### config.mk
export PLATFORM = sky130hd
export DESIGN_NAME = json_object_member_splitter_flat
export DESIGN_NICKNAME = d
export VERILOG_FILES = /design/src/hdl/joms_pkg.sv /design/src/hdl/joms_req_if.sv /design/src/hdl/joms_rsp_if.sv /design/src/hdl/json_object_member_splitter.sv /design/src/flat_wrapper.sv
export SDC_FILE = /design/constraint.sdc
export NUM_CORES = 1
export LEC_CHECK = 0
export BUFFER_PORTS_ARGS = -buffer_cell sky130_fd_sc_hd__buf_2
export CORE_ASPECT_RATIO = 2
export CORE_UTILIZATION = 44
export CTS_CLUSTER_SIZE = 24
export DETAILED_ROUTE_END_ITERATION = 8
export SYNTH_ARGS = -nofsm -noshare
export SYNTH_HDL_FRONTEND = slang
export SYNTH_SLANG_ARGS = --single-unit
### constraint.sdc
create_clock -name clock -period 18.63 [get_ports clock]
set_input_delay 0 -clock clock [delete_from_list [all_inputs] [get_ports clock]]
set_output_delay 0 -clock clock [all_outputs]
set_load 0.05 [all_outputs]
### src/hdl/joms_pkg.sv
// Package with the character codes shared by the JSON object member splitter.
package joms_pkg;

   localparam logic [7:0] CHAR_BACKSLASH = 8'h5C;
   localparam logic [7:0] CHAR_QUOTE     = 8'h22;
   localparam logic [7:0] CHAR_LBRACE    = 8'h7B;
   localparam logic [7:0] CHAR_RBRACE    = 8'h7D;
   localparam logic [7:0] CHAR_LBRACKET  = 8'h5B;
   localparam logic [7:0] CHAR_RBRACKET  = 8'h5D;
   localparam logic [7:0] CHAR_COLON     = 8'h3A;
   localparam logic [7:0] CHAR_COMMA     = 8'h2C;

endpackage

### src/hdl/joms_req_if.sv
// Interface carrying the byte transactions of the object text.
interface joms_req_if;

   logic       valid;
   logic       ready;
   logic [7:0] text_byte;
   logic       final_byte;

   modport source (output valid, output text_byte, output final_byte, input ready);
   modport sink   (input valid, input text_byte, input final_byte, output ready);

endinterface

### src/hdl/joms_rsp_if.sv
// Interface carrying the member span result transactions.
interface joms_rsp_if #(
   parameter int OFFSET_BITS = 16
);

   logic                   valid;
   logic                   ready;
   logic [OFFSET_BITS-1:0] key_offset;
   logic [OFFSET_BITS-1:0] key_length;
   logic [OFFSET_BITS-1:0] value_offset;
   logic [OFFSET_BITS-1:0] value_length;
   logic                   pair_valid;
   logic                   object_done;
   logic                   length_overflow;

   modport source (
      output valid, output key_offset, output key_length, output value_offset,
      output value_length, output pair_valid, output object_done,
      output length_overflow, input ready
   );
   modport sink (
      input valid, input key_offset, input key_length, input value_offset,
      input value_length, input pair_valid, input object_done,
      input length_overflow, output ready
   );

endinterface

### src/hdl/json_object_member_splitter.sv
// Top level of the JSON object member splitter.
//
// The req_if channel takes one byte of a JSON object text per transaction,
// with final_byte set on its last byte. The first and last bytes are the
// enclosing braces and are not scanned. The rsp_if channel gives one
// transaction for every top-level comma that closes a value, carrying the
// key and value offsets and lengths, and one for the final byte, with
// object_done set and the last pair if a value was still open.
// Every byte is scanned in the cycle it is accepted, so one byte is taken
// per cycle while req_if.ready is high; each result is registered on rsp_if.
// The scan state sits in registers updated at each accepted byte, and the
// results go through an output register backed by a one-entry skid
// register. req_if.ready is low only while the skid register is full, so a
// stalled receiver holds at most two results before input is stopped.
// Synchronous reset clears the scan state and empties both result
// registers; after the final byte the scan state returns to that same
// reset state, ready for the next object.
module json_object_member_splitter
   import joms_pkg::*;
#(
   parameter int OFFSET_BITS = 16,
   parameter int DEPTH_BITS  = 16
) (
   input  logic              clock,
   input  logic              reset,
   joms_req_if.sink          req_if,
   joms_rsp_if.source        rsp_if
);

   localparam logic [OFFSET_BITS-1:0] OFS_MAX   = '1;
   localparam logic [OFFSET_BITS-1:0] OFS_ZERO  = '0;
   localparam logic [OFFSET_BITS-1:0] OFS_ONE   = OFFSET_BITS'(1);
   localparam logic [DEPTH_BITS-1:0]  DEPTH_ONE = DEPTH_BITS'(1);

   typedef struct packed {
      logic [OFFSET_BITS-1:0] key_offset;
      logic [OFFSET_BITS-1:0] key_length;
      logic [OFFSET_BITS-1:0] value_offset;
      logic [OFFSET_BITS-1:0] value_length;
      logic                   pair_valid;
      logic                   object_done;
      logic                   length_overflow;
   } result_type;

   logic [OFFSET_BITS-1:0] byte_position_ff, byte_position_in;
   logic                   first_seen_ff, first_seen_in;
   logic                   quote_open_ff, quote_open_in;
   logic                   escape_pending_ff, escape_pending_in;
   logic                   value_open_ff, value_open_in;
   logic [DEPTH_BITS-1:0]  brace_depth_ff, brace_depth_in;
   logic [DEPTH_BITS-1:0]  bracket_depth_ff, bracket_depth_in;
   logic [OFFSET_BITS-1:0] span_start_ff, span_start_in;
   logic [OFFSET_BITS-1:0] held_key_offset_ff, held_key_offset_in;
   logic [OFFSET_BITS-1:0] held_key_length_ff, held_key_length_in;
   logic                   overflow_seen_ff, overflow_seen_in;

   logic                   out_valid_ff, out_valid_in;
   logic                   skid_valid_ff, skid_valid_in;
   result_type             out_data_ff, out_data_in;
   result_type             skid_data_ff, skid_data_in;

   logic                   req_accept;
   logic                   rsp_take;
   logic                   produce;
   result_type             result;

   logic [OFFSET_BITS-1:0] cur_position;
   logic                   position_at_max;
   logic                   overflow_now;
   logic                   at_top;
   logic [OFFSET_BITS-1:0] span_plus_one;
   logic [OFFSET_BITS-1:0] cur_plus_one;
   logic                   emit_pair;
   logic                   emit_done;
   logic [OFFSET_BITS-1:0] span_end;

   assign req_accept = req_if.valid && req_if.ready;
   assign rsp_take   = rsp_if.valid && rsp_if.ready;

   assign position_at_max = (byte_position_ff == OFS_MAX);
   assign cur_position    = !first_seen_ff ? OFS_ZERO :
                            (position_at_max ? OFS_MAX : byte_position_ff + OFS_ONE);
   assign overflow_now    = overflow_seen_ff || (first_seen_ff && position_at_max);
   assign at_top          = (brace_depth_ff == '0) && (bracket_depth_ff == '0);
   assign span_plus_one   = (span_start_ff == OFS_MAX) ? OFS_MAX : span_start_ff + OFS_ONE;
   assign cur_plus_one    = (cur_position == OFS_MAX) ? OFS_MAX : cur_position + OFS_ONE;

   // Scan state update for the byte now offered.
   always_comb begin
      byte_position_in   = cur_position;
      first_seen_in      = 1'b1;
      quote_open_in      = quote_open_ff;
      escape_pending_in  = 1'b0;
      value_open_in      = value_open_ff;
      brace_depth_in     = brace_depth_ff;
      bracket_depth_in   = bracket_depth_ff;
      span_start_in      = span_start_ff;
      held_key_offset_in = held_key_offset_ff;
      held_key_length_in = held_key_length_ff;
      overflow_seen_in   = overflow_now;
      emit_pair          = 1'b0;
      emit_done          = 1'b0;

      priority if (req_if.final_byte) begin
         emit_pair          = value_open_ff;
         emit_done          = 1'b1;
         byte_position_in   = OFS_ZERO;
         first_seen_in      = 1'b0;
         quote_open_in      = 1'b0;
         value_open_in      = 1'b0;
         brace_depth_in     = '0;
         bracket_depth_in   = '0;
         span_start_in      = OFS_ONE;
         held_key_offset_in = OFS_ZERO;
         held_key_length_in = OFS_ZERO;
         overflow_seen_in   = 1'b0;
      end else if (!first_seen_ff) begin
         escape_pending_in = escape_pending_ff;
      end else begin
         unique case (req_if.text_byte)
            CHAR_BACKSLASH: begin
               escape_pending_in = !escape_pending_ff;
            end
            CHAR_QUOTE: begin
               if (!escape_pending_ff && !value_open_ff && at_top) begin
                  if (!quote_open_ff) begin
                     span_start_in = cur_position;
                  end else begin
                     held_key_offset_in = span_plus_one;
                     held_key_length_in = (cur_position > span_plus_one) ?
                                          cur_position - span_plus_one : OFS_ZERO;
                  end
               end
               if (!escape_pending_ff) begin
                  quote_open_in = !quote_open_ff;
               end
            end
            CHAR_LBRACE: begin
               if (!quote_open_ff) begin
                  brace_depth_in = brace_depth_ff + DEPTH_ONE;
               end
            end
            CHAR_RBRACE: begin
               if (!quote_open_ff) begin
                  brace_depth_in = brace_depth_ff - DEPTH_ONE;
               end
            end
            CHAR_LBRACKET: begin
               if (!quote_open_ff) begin
                  bracket_depth_in = bracket_depth_ff + DEPTH_ONE;
               end
            end
            CHAR_RBRACKET: begin
               if (!quote_open_ff) begin
                  bracket_depth_in = bracket_depth_ff - DEPTH_ONE;
               end
            end
            CHAR_COLON: begin
               if (!quote_open_ff && at_top) begin
                  value_open_in = 1'b1;
                  span_start_in = cur_plus_one;
               end
            end
            CHAR_COMMA: begin
               if (value_open_ff && !quote_open_ff && at_top) begin
                  emit_pair     = 1'b1;
                  value_open_in = 1'b0;
               end
            end
            default: begin
            end
         endcase
      end
   end

   assign span_end = (cur_position > span_start_ff) ? cur_position - span_start_ff : OFS_ZERO;
   assign produce  = req_accept && (emit_pair || emit_done);

   always_comb begin
      result.key_offset      = emit_pair ? held_key_offset_ff : OFS_ZERO;
      result.key_length      = emit_pair ? held_key_length_ff : OFS_ZERO;
      result.value_offset    = emit_pair ? span_start_ff : OFS_ZERO;
      result.value_length    = emit_pair ? span_end : OFS_ZERO;
      result.pair_valid      = emit_pair;
      result.object_done     = emit_done;
      result.length_overflow = overflow_now;
   end

   // Output register with a one-entry skid register behind it.
   always_comb begin
      out_valid_in  = out_valid_ff;
      out_data_in   = out_data_ff;
      skid_valid_in = skid_valid_ff;
      skid_data_in  = skid_data_ff;
      priority if (rsp_take && skid_valid_ff) begin
         out_data_in   = skid_data_ff;
         skid_valid_in = 1'b0;
      end else if (rsp_take || !out_valid_ff) begin
         out_valid_in = produce;
         out_data_in  = result;
      end else if (produce) begin
         skid_valid_in = 1'b1;
         skid_data_in  = result;
      end
   end

   always_ff @(posedge clock) begin
      if (reset) begin
         byte_position_ff   <= OFS_ZERO;
         first_seen_ff      <= 1'b0;
         quote_open_ff      <= 1'b0;
         escape_pending_ff  <= 1'b0;
         value_open_ff      <= 1'b0;
         brace_depth_ff     <= '0;
         bracket_depth_ff   <= '0;
         span_start_ff      <= OFS_ONE;
         held_key_offset_ff <= OFS_ZERO;
         held_key_length_ff <= OFS_ZERO;
         overflow_seen_ff   <= 1'b0;
         out_valid_ff       <= 1'b0;
         skid_valid_ff      <= 1'b0;
      end else begin
         if (req_accept) begin
            byte_position_ff   <= byte_position_in;
            first_seen_ff      <= first_seen_in;
            quote_open_ff      <= quote_open_in;
            escape_pending_ff  <= escape_pending_in;
            value_open_ff      <= value_open_in;
            brace_depth_ff     <= brace_depth_in;
            bracket_depth_ff   <= bracket_depth_in;
            span_start_ff      <= span_start_in;
            held_key_offset_ff <= held_key_offset_in;
            held_key_length_ff <= held_key_length_in;
            overflow_seen_ff   <= overflow_seen_in;
         end
         out_valid_ff  <= out_valid_in;
         skid_valid_ff <= skid_valid_in;
      end
   end

   always_ff @(posedge clock) begin
      out_data_ff  <= out_data_in;
      skid_data_ff <= skid_data_in;
   end

   assign req_if.ready           = !skid_valid_ff;
   assign rsp_if.valid           = out_valid_ff;
   assign rsp_if.key_offset      = out_data_ff.key_offset;
   assign rsp_if.key_length      = out_data_ff.key_length;
   assign rsp_if.value_offset    = out_data_ff.value_offset;
   assign rsp_if.value_length    = out_data_ff.value_length;
   assign rsp_if.pair_valid      = out_data_ff.pair_valid;
   assign rsp_if.object_done     = out_data_ff.object_done;
   assign rsp_if.length_overflow = out_data_ff.length_overflow;

`ifndef SYNTHESIS
   // The skid register is only filled behind a full output register.
   assert property (@(posedge clock) disable iff (reset)
      skid_valid_ff |-> out_valid_ff)
      else $error("Skid register holds a result while the output register is empty.");

   // The final byte of an object leaves the scan state as after reset.
   assert property (@(posedge clock) disable iff (reset)
      (req_accept && req_if.final_byte) |=>
         (!first_seen_ff && !value_open_ff && !quote_open_ff && !overflow_seen_ff))
      else $error("Scan state not cleared after the final byte.");

   // Once overflow is flagged, the byte position stays saturated.
   assert property (@(posedge clock) disable iff (reset)
      overflow_seen_ff |-> (byte_position_ff == OFS_MAX))
      else $error("Overflow flagged while the byte position is not saturated.");

   // Before the opening byte nothing of the object has been recorded.
   assert property (@(posedge clock) disable iff (reset)
      !first_seen_ff |-> ((byte_position_ff == OFS_ZERO) && !value_open_ff))
      else $error("Scan state recorded before the first byte.");

   // A transaction that yields a result is always stored.
   assert property (@(posedge clock) disable iff (reset)
      produce |=> out_valid_ff)
      else $error("Result lost after an accepted transaction.");
`endif

endmodule

### src/flat_wrapper.sv
// flat-port wrapper written by rule: the top's interface ports become plain ports
module json_object_member_splitter_flat import joms_pkg::*;
#(
   parameter int OFFSET_BITS = 16,
   parameter int DEPTH_BITS  = 16
)
  (clock, reset, req_if_valid, req_if_text_byte, req_if_final_byte, req_if_ready, rsp_if_valid, rsp_if_key_offset, rsp_if_key_length, rsp_if_value_offset, rsp_if_value_length, rsp_if_pair_valid, rsp_if_object_done, rsp_if_length_overflow, rsp_if_ready);
  joms_req_if req_if_i ();
  joms_rsp_if #(.OFFSET_BITS(OFFSET_BITS)) rsp_if_i ();
  input  logic clock;
  input  logic reset;
  input wire logic [$bits(req_if_i.valid)-1:0] req_if_valid;
  input wire logic [$bits(req_if_i.text_byte)-1:0] req_if_text_byte;
  input wire logic [$bits(req_if_i.final_byte)-1:0] req_if_final_byte;
  output wire logic [$bits(req_if_i.ready)-1:0] req_if_ready;
  output wire logic [$bits(rsp_if_i.valid)-1:0] rsp_if_valid;
  output wire logic [$bits(rsp_if_i.key_offset)-1:0] rsp_if_key_offset;
  output wire logic [$bits(rsp_if_i.key_length)-1:0] rsp_if_key_length;
  output wire logic [$bits(rsp_if_i.value_offset)-1:0] rsp_if_value_offset;
  output wire logic [$bits(rsp_if_i.value_length)-1:0] rsp_if_value_length;
  output wire logic [$bits(rsp_if_i.pair_valid)-1:0] rsp_if_pair_valid;
  output wire logic [$bits(rsp_if_i.object_done)-1:0] rsp_if_object_done;
  output wire logic [$bits(rsp_if_i.length_overflow)-1:0] rsp_if_length_overflow;
  input wire logic [$bits(rsp_if_i.ready)-1:0] rsp_if_ready;
  assign req_if_i.valid = req_if_valid;
  assign req_if_i.text_byte = req_if_text_byte;
  assign req_if_i.final_byte = req_if_final_byte;
  assign req_if_ready = req_if_i.ready;
  assign rsp_if_valid = rsp_if_i.valid;
  assign rsp_if_key_offset = rsp_if_i.key_offset;
  assign rsp_if_key_length = rsp_if_i.key_length;
  assign rsp_if_value_offset = rsp_if_i.value_offset;
  assign rsp_if_value_length = rsp_if_i.value_length;
  assign rsp_if_pair_valid = rsp_if_i.pair_valid;
  assign rsp_if_object_done = rsp_if_i.object_done;
  assign rsp_if_length_overflow = rsp_if_i.length_overflow;
  assign rsp_if_i.ready = rsp_if_ready;
  json_object_member_splitter #(.OFFSET_BITS(OFFSET_BITS), .DEPTH_BITS(DEPTH_BITS)) u_core (.clock(clock), .reset(reset), .req_if(req_if_i), .rsp_if(rsp_if_i));
endmodule
* Word level (Yosys, flattened, before mapping) *
Index checks and enable logic that the tools add are counted.

storage, ports and cells
  bits in latches = 0
  memory bits (writable) = 0
  memories = 0
  logic and storage cells = 159
  memory bits (read-only) = 0
  register bits = 237

cells by class
  shifts and indexed selects = 0
  bitwise operators = 2
  multipliers = 0
  divide/modulo/power cells = 0
  equal/unequal tests = 20
  multiplexer cells = 58
  order comparisons = 2
  reductions and logical operators = 41
  $add $sub $neg = 9

operators by type and width
  kind                                                   count
  two-way mux 16 bit                                     34
  two-way mux 67 bit                                     2
  one-hot mux 16 bit (2 select lines)                    3
  adder 16 x 1 -> 16 bit, second input constant          5
  equality test 16 bit, second input constant            3
  equality test 8 x 7 -> 1 bit, second input constant    5
  greater-than comparator 16 bit                         2
  logical NOT 16 bit                                     2
  subtractor 16 x 1 -> 16 bit, second input constant     2
  subtractor 16 bit                                      2
  equality test 8 x 6 -> 1 bit, second input constant    3
  AND reduction 5 bit                                    4
  two-way mux 1 bit                                      18
  inequality test 3 bit, second input constant           5
  nonzero test 3 bit                                     4
  logical AND 1 bit                                      11
  nonzero test 2 bit                                     5
  inequality test 3 x 2 -> 1 bit, second input constant  3
  AND reduction 2 bit                                    3
  AND reduction 6 bit                                    1
  logical NOT 1 bit                                      5
  AND reduction 4 bit                                    1
  logical OR 1 bit                                       3
  AND reduction 3 bit                                    1
  4 further kinds                                        5

* Logic depth before layout (Yosys ltp) *
  depth in word-level cells = 10
  gate-level depth with buffers = 20

* Worst setup path after synthesis *
Ideal clock, no wire load.

  path kind = reg2reg
  from = reg u_core.out_valid_ff (netlist: u_core.rsp_if.valid)
  to = reg u_core.skid_data_ff[0] (netlist bit), enable pin
  required time = 18053 ps
  arrival time = 7117 ps
  buffers on the path = 0
  stages on the path, launching flop included = 3
  clock period less this slack = 7694 ps
  slack = 10936 ps
  setup time = 577 ps
  cell sequence = dfxtp_1 -> nand2b_1 -> nor3_1

between the ends
  cells in the longest elaborated chain, start to end = 4
  elaborated cells on any way between the ends = 7
  classes of those cells = 2 x bitwise; 5 x reduce/logical

RTL lines
  what                                                    line                                                                    source
  start: declaration                                      json_object_member_splitter.sv:57                                       logic out_valid_ff, out_valid_in;
  start signal: assignment                                json_object_member_splitter.sv:236                                      out_valid_ff <= out_valid_in;
  logical AND 1 bit or logical NOT 1 bit (tied branches)  json_object_member_splitter.sv:78, json_object_member_splitter.sv:198
  logical AND 1 bit or logical OR 1 bit (tied branches)   json_object_member_splitter.sv:195, json_object_member_splitter.sv:198
  NOT 1 bit (no source line)                              --
  AND reduction 3 bit (no source line) (*)                --
  end signal: assignment                                  json_object_member_splitter.sv:243                                      skid_data_ff <= skid_data_in;
  end: declaration                                        json_object_member_splitter.sv:60                                       result_type skid_data_ff, skid_data_in;

Every way passes the cells marked *; elsewhere a longest branch is shown, timed or not.
A chain may end at the register's enable or synchronous reset.

* Final worst setup path *
  from = reg u_core.byte_position_ff[0]
  to = reg u_core.held_key_length_ff[11]

between the ends
  cells in the longest elaborated chain, start to end = 10
  elaborated cells on any way between the ends = 12
  classes of those cells = 2 x add/sub; 1 x order compare; 1 x eq/ne; 8 x mux

RTL lines
  what                                                                 line                                                                    source
  start: declaration                                                   json_object_member_splitter.sv:45                                       logic [OFFSET_BITS-1:0] byte_position_ff, byte_position_in;
  start signal: assignment                                             json_object_member_splitter.sv:224                                      byte_position_ff <= byte_position_in;
  adder 16 x 1 -> 16 bit or equality test 16 bit (tied branches)       json_object_member_splitter.sv:82, json_object_member_splitter.sv:80
  two-way mux 16 bit (*)                                               json_object_member_splitter.sv:82                                       (position_at_max ? OFS_MAX : byte_position_ff + OFS_ONE);
  two-way mux 16 bit (*)                                               json_object_member_splitter.sv:81                                       assign cur_position = !first_seen_ff ? OFS_ZERO :
  subtractor 16 bit or greater-than comparator 16 bit (tied branches)  json_object_member_splitter.sv:131, json_object_member_splitter.sv:130
  two-way mux 16 bit (*)                                               json_object_member_splitter.sv:130                                      held_key_length_in = (cur_position > span_plus_one) ?
  two-way mux 16 bit (*)                                               json_object_member_splitter.sv:126                                      if (!quote_open_ff) begin
  two-way mux 16 bit (*)                                               json_object_member_splitter.sv:125                                      if (!escape_pending_ff && !value_open_ff && at_top) begin
  two-way mux 16 bit (*)                                               json_object_member_splitter.sv:120                                      unique case (req_if.text_byte)
  two-way mux 16 bit (*)                                               json_object_member_splitter.sv:117                                      end else if (!first_seen_ff) begin
  two-way mux 16 bit (*)                                               json_object_member_splitter.sv:104                                      priority if (req_if.final_byte) begin
  end signal: assignment                                               json_object_member_splitter.sv:233                                      held_key_length_ff <= held_key_length_in;
  end: declaration                                                     json_object_member_splitter.sv:54                                       logic [OFFSET_BITS-1:0] held_key_length_ff, held_key_length_in;

Every way passes the cells marked *; elsewhere a longest branch is shown, timed or not. The select of a mux whose other input is x is not followed.

==> metrics <==
Die X between 100 and 150 µm; Max rail drop VDD ~0.000062 V; Crit path arrival time roughly 5800 ps; vias in the first global route 10,400; R2R Setup Slk roughly 13,000 ps; clock network fraction of total power between 40% and 50%; Setup crit end kind flip-flop; met1 usage 23.6%; Worst-Skew Late Latency roughly 540 ps; Sw Ratio roughly a quarter; Rows 90; crit-path cells ha_1 -> nand4_1 -> nor3_2 -> nand3_1 -> a21oi_1 -> inv_1 -> ha_1 -> inv_1 -> fa_1 -> a21oi_1 -> o211ai_1 -> o41a_1 -> a311o_1 -> nand2b_1 -> a2111oi_4 -> nand4_1 -> a21oi_1; failing checks design-rule violations; All-Layer GR Usage 22.5%; pwr dens approximately 72 nW/µm²; Synthesis Warnings 0; Tcrit/Tclk final about 29%; Setup Viol. Count Final 0; number of synthesized flops with an enable pin 134; Post-CTS Resized 0; Root Driver clkbuf_16; gr ovfl total 0; final WL between 30,000 and 40,000 µm; worst-path maximum fanout 16; met2 usage 42.1%; first-pass GRT wire length roughly 56,000 µm; total CTS buffers 23; Bufs on Longest Clock Path 3; TritonCTS Sinks 237; CP max stage delay a little over 800 ps; Top FF cell, synth edfxtp_1; fmax about 190 MHz; max-slew violations 0; Inserted Diodes 0; Crit path required time roughly 19,000 ps; actual slew at the worst max-slew pin ~1000 ps; Min-Delay Path Depth 1; post-detail-place hpwl approximately 25,000 µm; final hold violation count 0; Slew HR 30.1%; critical path type flip-flop to flip-flop; Worst-path clk slew approximately 70 ps; Leak 6.28 nW; wire per inst roughly 19 µm; RePlAce Congestion 0.939; Synth Area per Inst about 9.9 µm²; largest net degree at the start of global routing slightly below 70; Yosys reg bits 237; Core Box Area around 30,000 µm²; Hold Crit Class input pin to flip-flop; nets@finish ~1,500; post-synthesis cell area between 10,000 and 15,000 µm²; RR Endpoint u_core.held_key_length_ff[11]$_SDFFE_PP0P_; DRT iter0 DRCs between 500 and 600; min cycle time layout roughly 5300 ps; area delta synth->final 11.5%; R2R depth 17; Endpoint, Worst Hold u_core.skid_data_ff[1]$_DFFE_PP_; Most Used Layer, Global Route met2; Max Cap Viol 0; post-synthesis sequential area ratio 45.3%; M3 GR Usage 2.36%; Internal Dissipation ~0.00081 W; via count between 10,000 and 15,000; Mapped Nets roughly 1,400; Die Ht 249 µm; Hold WS 59.3 ps; Sw Pwr approximately 0.00027 W; worst r2r src u_core.byte_position_ff[0]$_SDFFE_PP0P_; status complete, but fails checks; ys async rst share 0%; post-route ant nets 0; Setup Buffers After CTS 0; hold_sp req_if_final_byte; Initial Util between 40% and 50%; CP Launch Type flip-flop; DR vias/cell a little under 6; CP max-delay cell a2111oi_4; antenna violations before repair 0; Residual DRC 10; # IOs 82; Seq pwr share approximately half; CTS tree yes; CP most frequent cell a21oi_1; Synth Instances 1,352; number of buffers added on ports 81; fillers roughly 2,800; Comb power frac between 5 and 6%; drt first pass iters 7; H-tree depth 1; Clock Skew 19.7 ps; layout cell share with drive strength beyond 1 15.9%; RSZ-0062 raised after global routing no; Cell variety after synth 81; die area 31,300 µm²; setup TNS 0 ps
## synth_stat cells, types with 11 or more instances
library cell  instances  share of area (%)
mux2_2               62                5.2
or3_1                12               0.56
ha_1                 63                5.9
nand4_1              18               0.84
nand2b_1             12               0.56
xnor2_1              40                2.6
a22oi_1              56                3.1
and2_1               64                3.0
and3_1               23                1.1
xor2_1               31                2.0
a21oi_1              82                3.1
a21o_1               21                1.2
a31oi_1              16               0.75
nand3_1              31                1.2
edfxtp_1            134                 30
nor2_1              139                3.9
buf_2                15               0.56
nand2_1              77                2.2
inv_1                45                1.3
nor3_1               51                1.9
clkbuf_1             44                1.2
o21ai_0              38                1.4
dfxtp_1             103                 15
nor4_1               19               0.89
nor2b_1              11               0.51
## critical path: cells and delay by family (launching register included)
kind	cells	cell delay, ps
AND/OR/NAND/NOR	5	1430
AO/OA/AOI/OAI	7	2330
flip-flops	1	460
adder cells (fa/ha/maj)	3	820
buffers and inverters	2	190
## layout by cell type, fill, tap and decap left out, types with 21 or more instances in the layout
master     netlist  routed
a21o_1          21      21
a21oi_1         82      82
a22oi_1         56      56
and2_1          64      64
and3_1          23      23
buf_2           15      81
clkbuf_16        0      23
dfxtp_1        103     103
edfxtp_1       134     134
ha_1            63      63
inv_1           45      45
mux2_2          62      62
nand2_1         77      77
nand3_1         31      30
nor2_1         139     139
nor3_1          51      50
o21ai_0         38      38
xnor2_1         40      40
xor2_1          31      31
## repair_timing
item	CTS	global route
hold buffers	9	0
setup endpoints to repair	0	0
endpoints found under the hold margin	24	0
## worst max-delay path by stage
stage                                                       start                                    endpoint  slack (ps)  depth (start not counted)
after detailed placement  u_core.byte_position_ff[0]$_SDFFE_PP0P_  u_core.held_key_length_ff[11]$_SDFFE_PP0P_       13360                         17
after floorplan                  u_core.rsp_if.valid$_SDFFE_PP0P_            u_core.skid_data_ff[0]$_DFFE_PP_       10940                          2
after CTS                 u_core.byte_position_ff[0]$_SDFFE_PP0P_  u_core.held_key_length_ff[11]$_SDFFE_PP0P_       13330                         17
after global placement    u_core.byte_position_ff[0]$_SDFFE_PP0P_  u_core.held_key_length_ff[11]$_SDFFE_PP0P_       13530                         17
after global routing      u_core.byte_position_ff[0]$_SDFFE_PP0P_  u_core.held_key_length_ff[11]$_SDFFE_PP0P_       12730                         17
final                     u_core.byte_position_ff[0]$_SDFFE_PP0P_  u_core.held_key_length_ff[11]$_SDFFE_PP0P_       13300                         17
## cells by family (layout without fill, tap and decap cells)
kind of cell	Yosys count	count (layout)	synth area share, %
flip-flops	237	237	45.3
adder cells (fa/ha/maj)	67	67	6.47
AND/OR/NAND/NOR	509	509	19.9
AO/OA/AOI/OAI	293	293	14.8
buffers and inverters	107	190	3.16
XOR/XNOR	71	71	4.63
multiplexers	68	68	5.65
## cell type report
type	count	area [µm²]	area share [%]
clock buffer	28	594	3.97
clock inverter	13	115	0.769
inverter	46	173	1.15
multi-input combinational	1008	6940	46.4
sequential	237	6090	40.7
tap	368	460	3.08
timing repair buffer	103	593	3.96
## sequential cells by signal (all words and copies together), names as in the netlist, 16 cells and up
register                    flops
u_core.skid_data_ff            67
u_core.brace_depth_ff          16
u_core.bracket_depth_ff        16
u_core.byte_position_ff        16
u_core.held_key_length_ff      16
u_core.held_key_offset_ff      16
u_core.rsp_if.key_length       16
u_core.rsp_if.key_offset       16
u_core.rsp_if.value_length     16
u_core.rsp_if.value_offset     16
u_core.span_start_ff           16
## power by group through the flow
stage,clock network [W],registers [W],logic [W]
after global routing,0.000490,0.000558,0.0000668
after CTS,0.000473,0.000558,0.0000629
final,0.000461,0.000558,0.0000624
after global placement,0,0.000569,0.0000621
after floorplan,0,0.000590,0.0000243
after detailed placement,0,0.000569,0.0000620
## per-stage QoR
stage | utilization [%] | instances | worst slack [ps] | power [W] | area, µm²
after floorplan | - | 1352 | 10940 | 0.000614 | 13400
after global placement | 47.1 | 1753 | 13530 | 0.000631 | 14200
after detailed placement | 47.1 | 1753 | 13360 | 0.000631 | 14200
after CTS | 49.8 | 1803 | 13330 | 0.00109 | 15000
after global routing | 49.8 | 1803 | 12730 | 0.00111 | 15000
final | 49.8 | 1803 | 13300 | 0.00108 | 15000
## metal layers
metal | share of wire, % | vias up
li1 | - | 5120
met1 | 37 | 4986
met2 | 54 | 248
met3 | 3.2 | 100
met4 | 6.2 | 0
met5 | 0 | -
(Power assumes the default switching activity.)
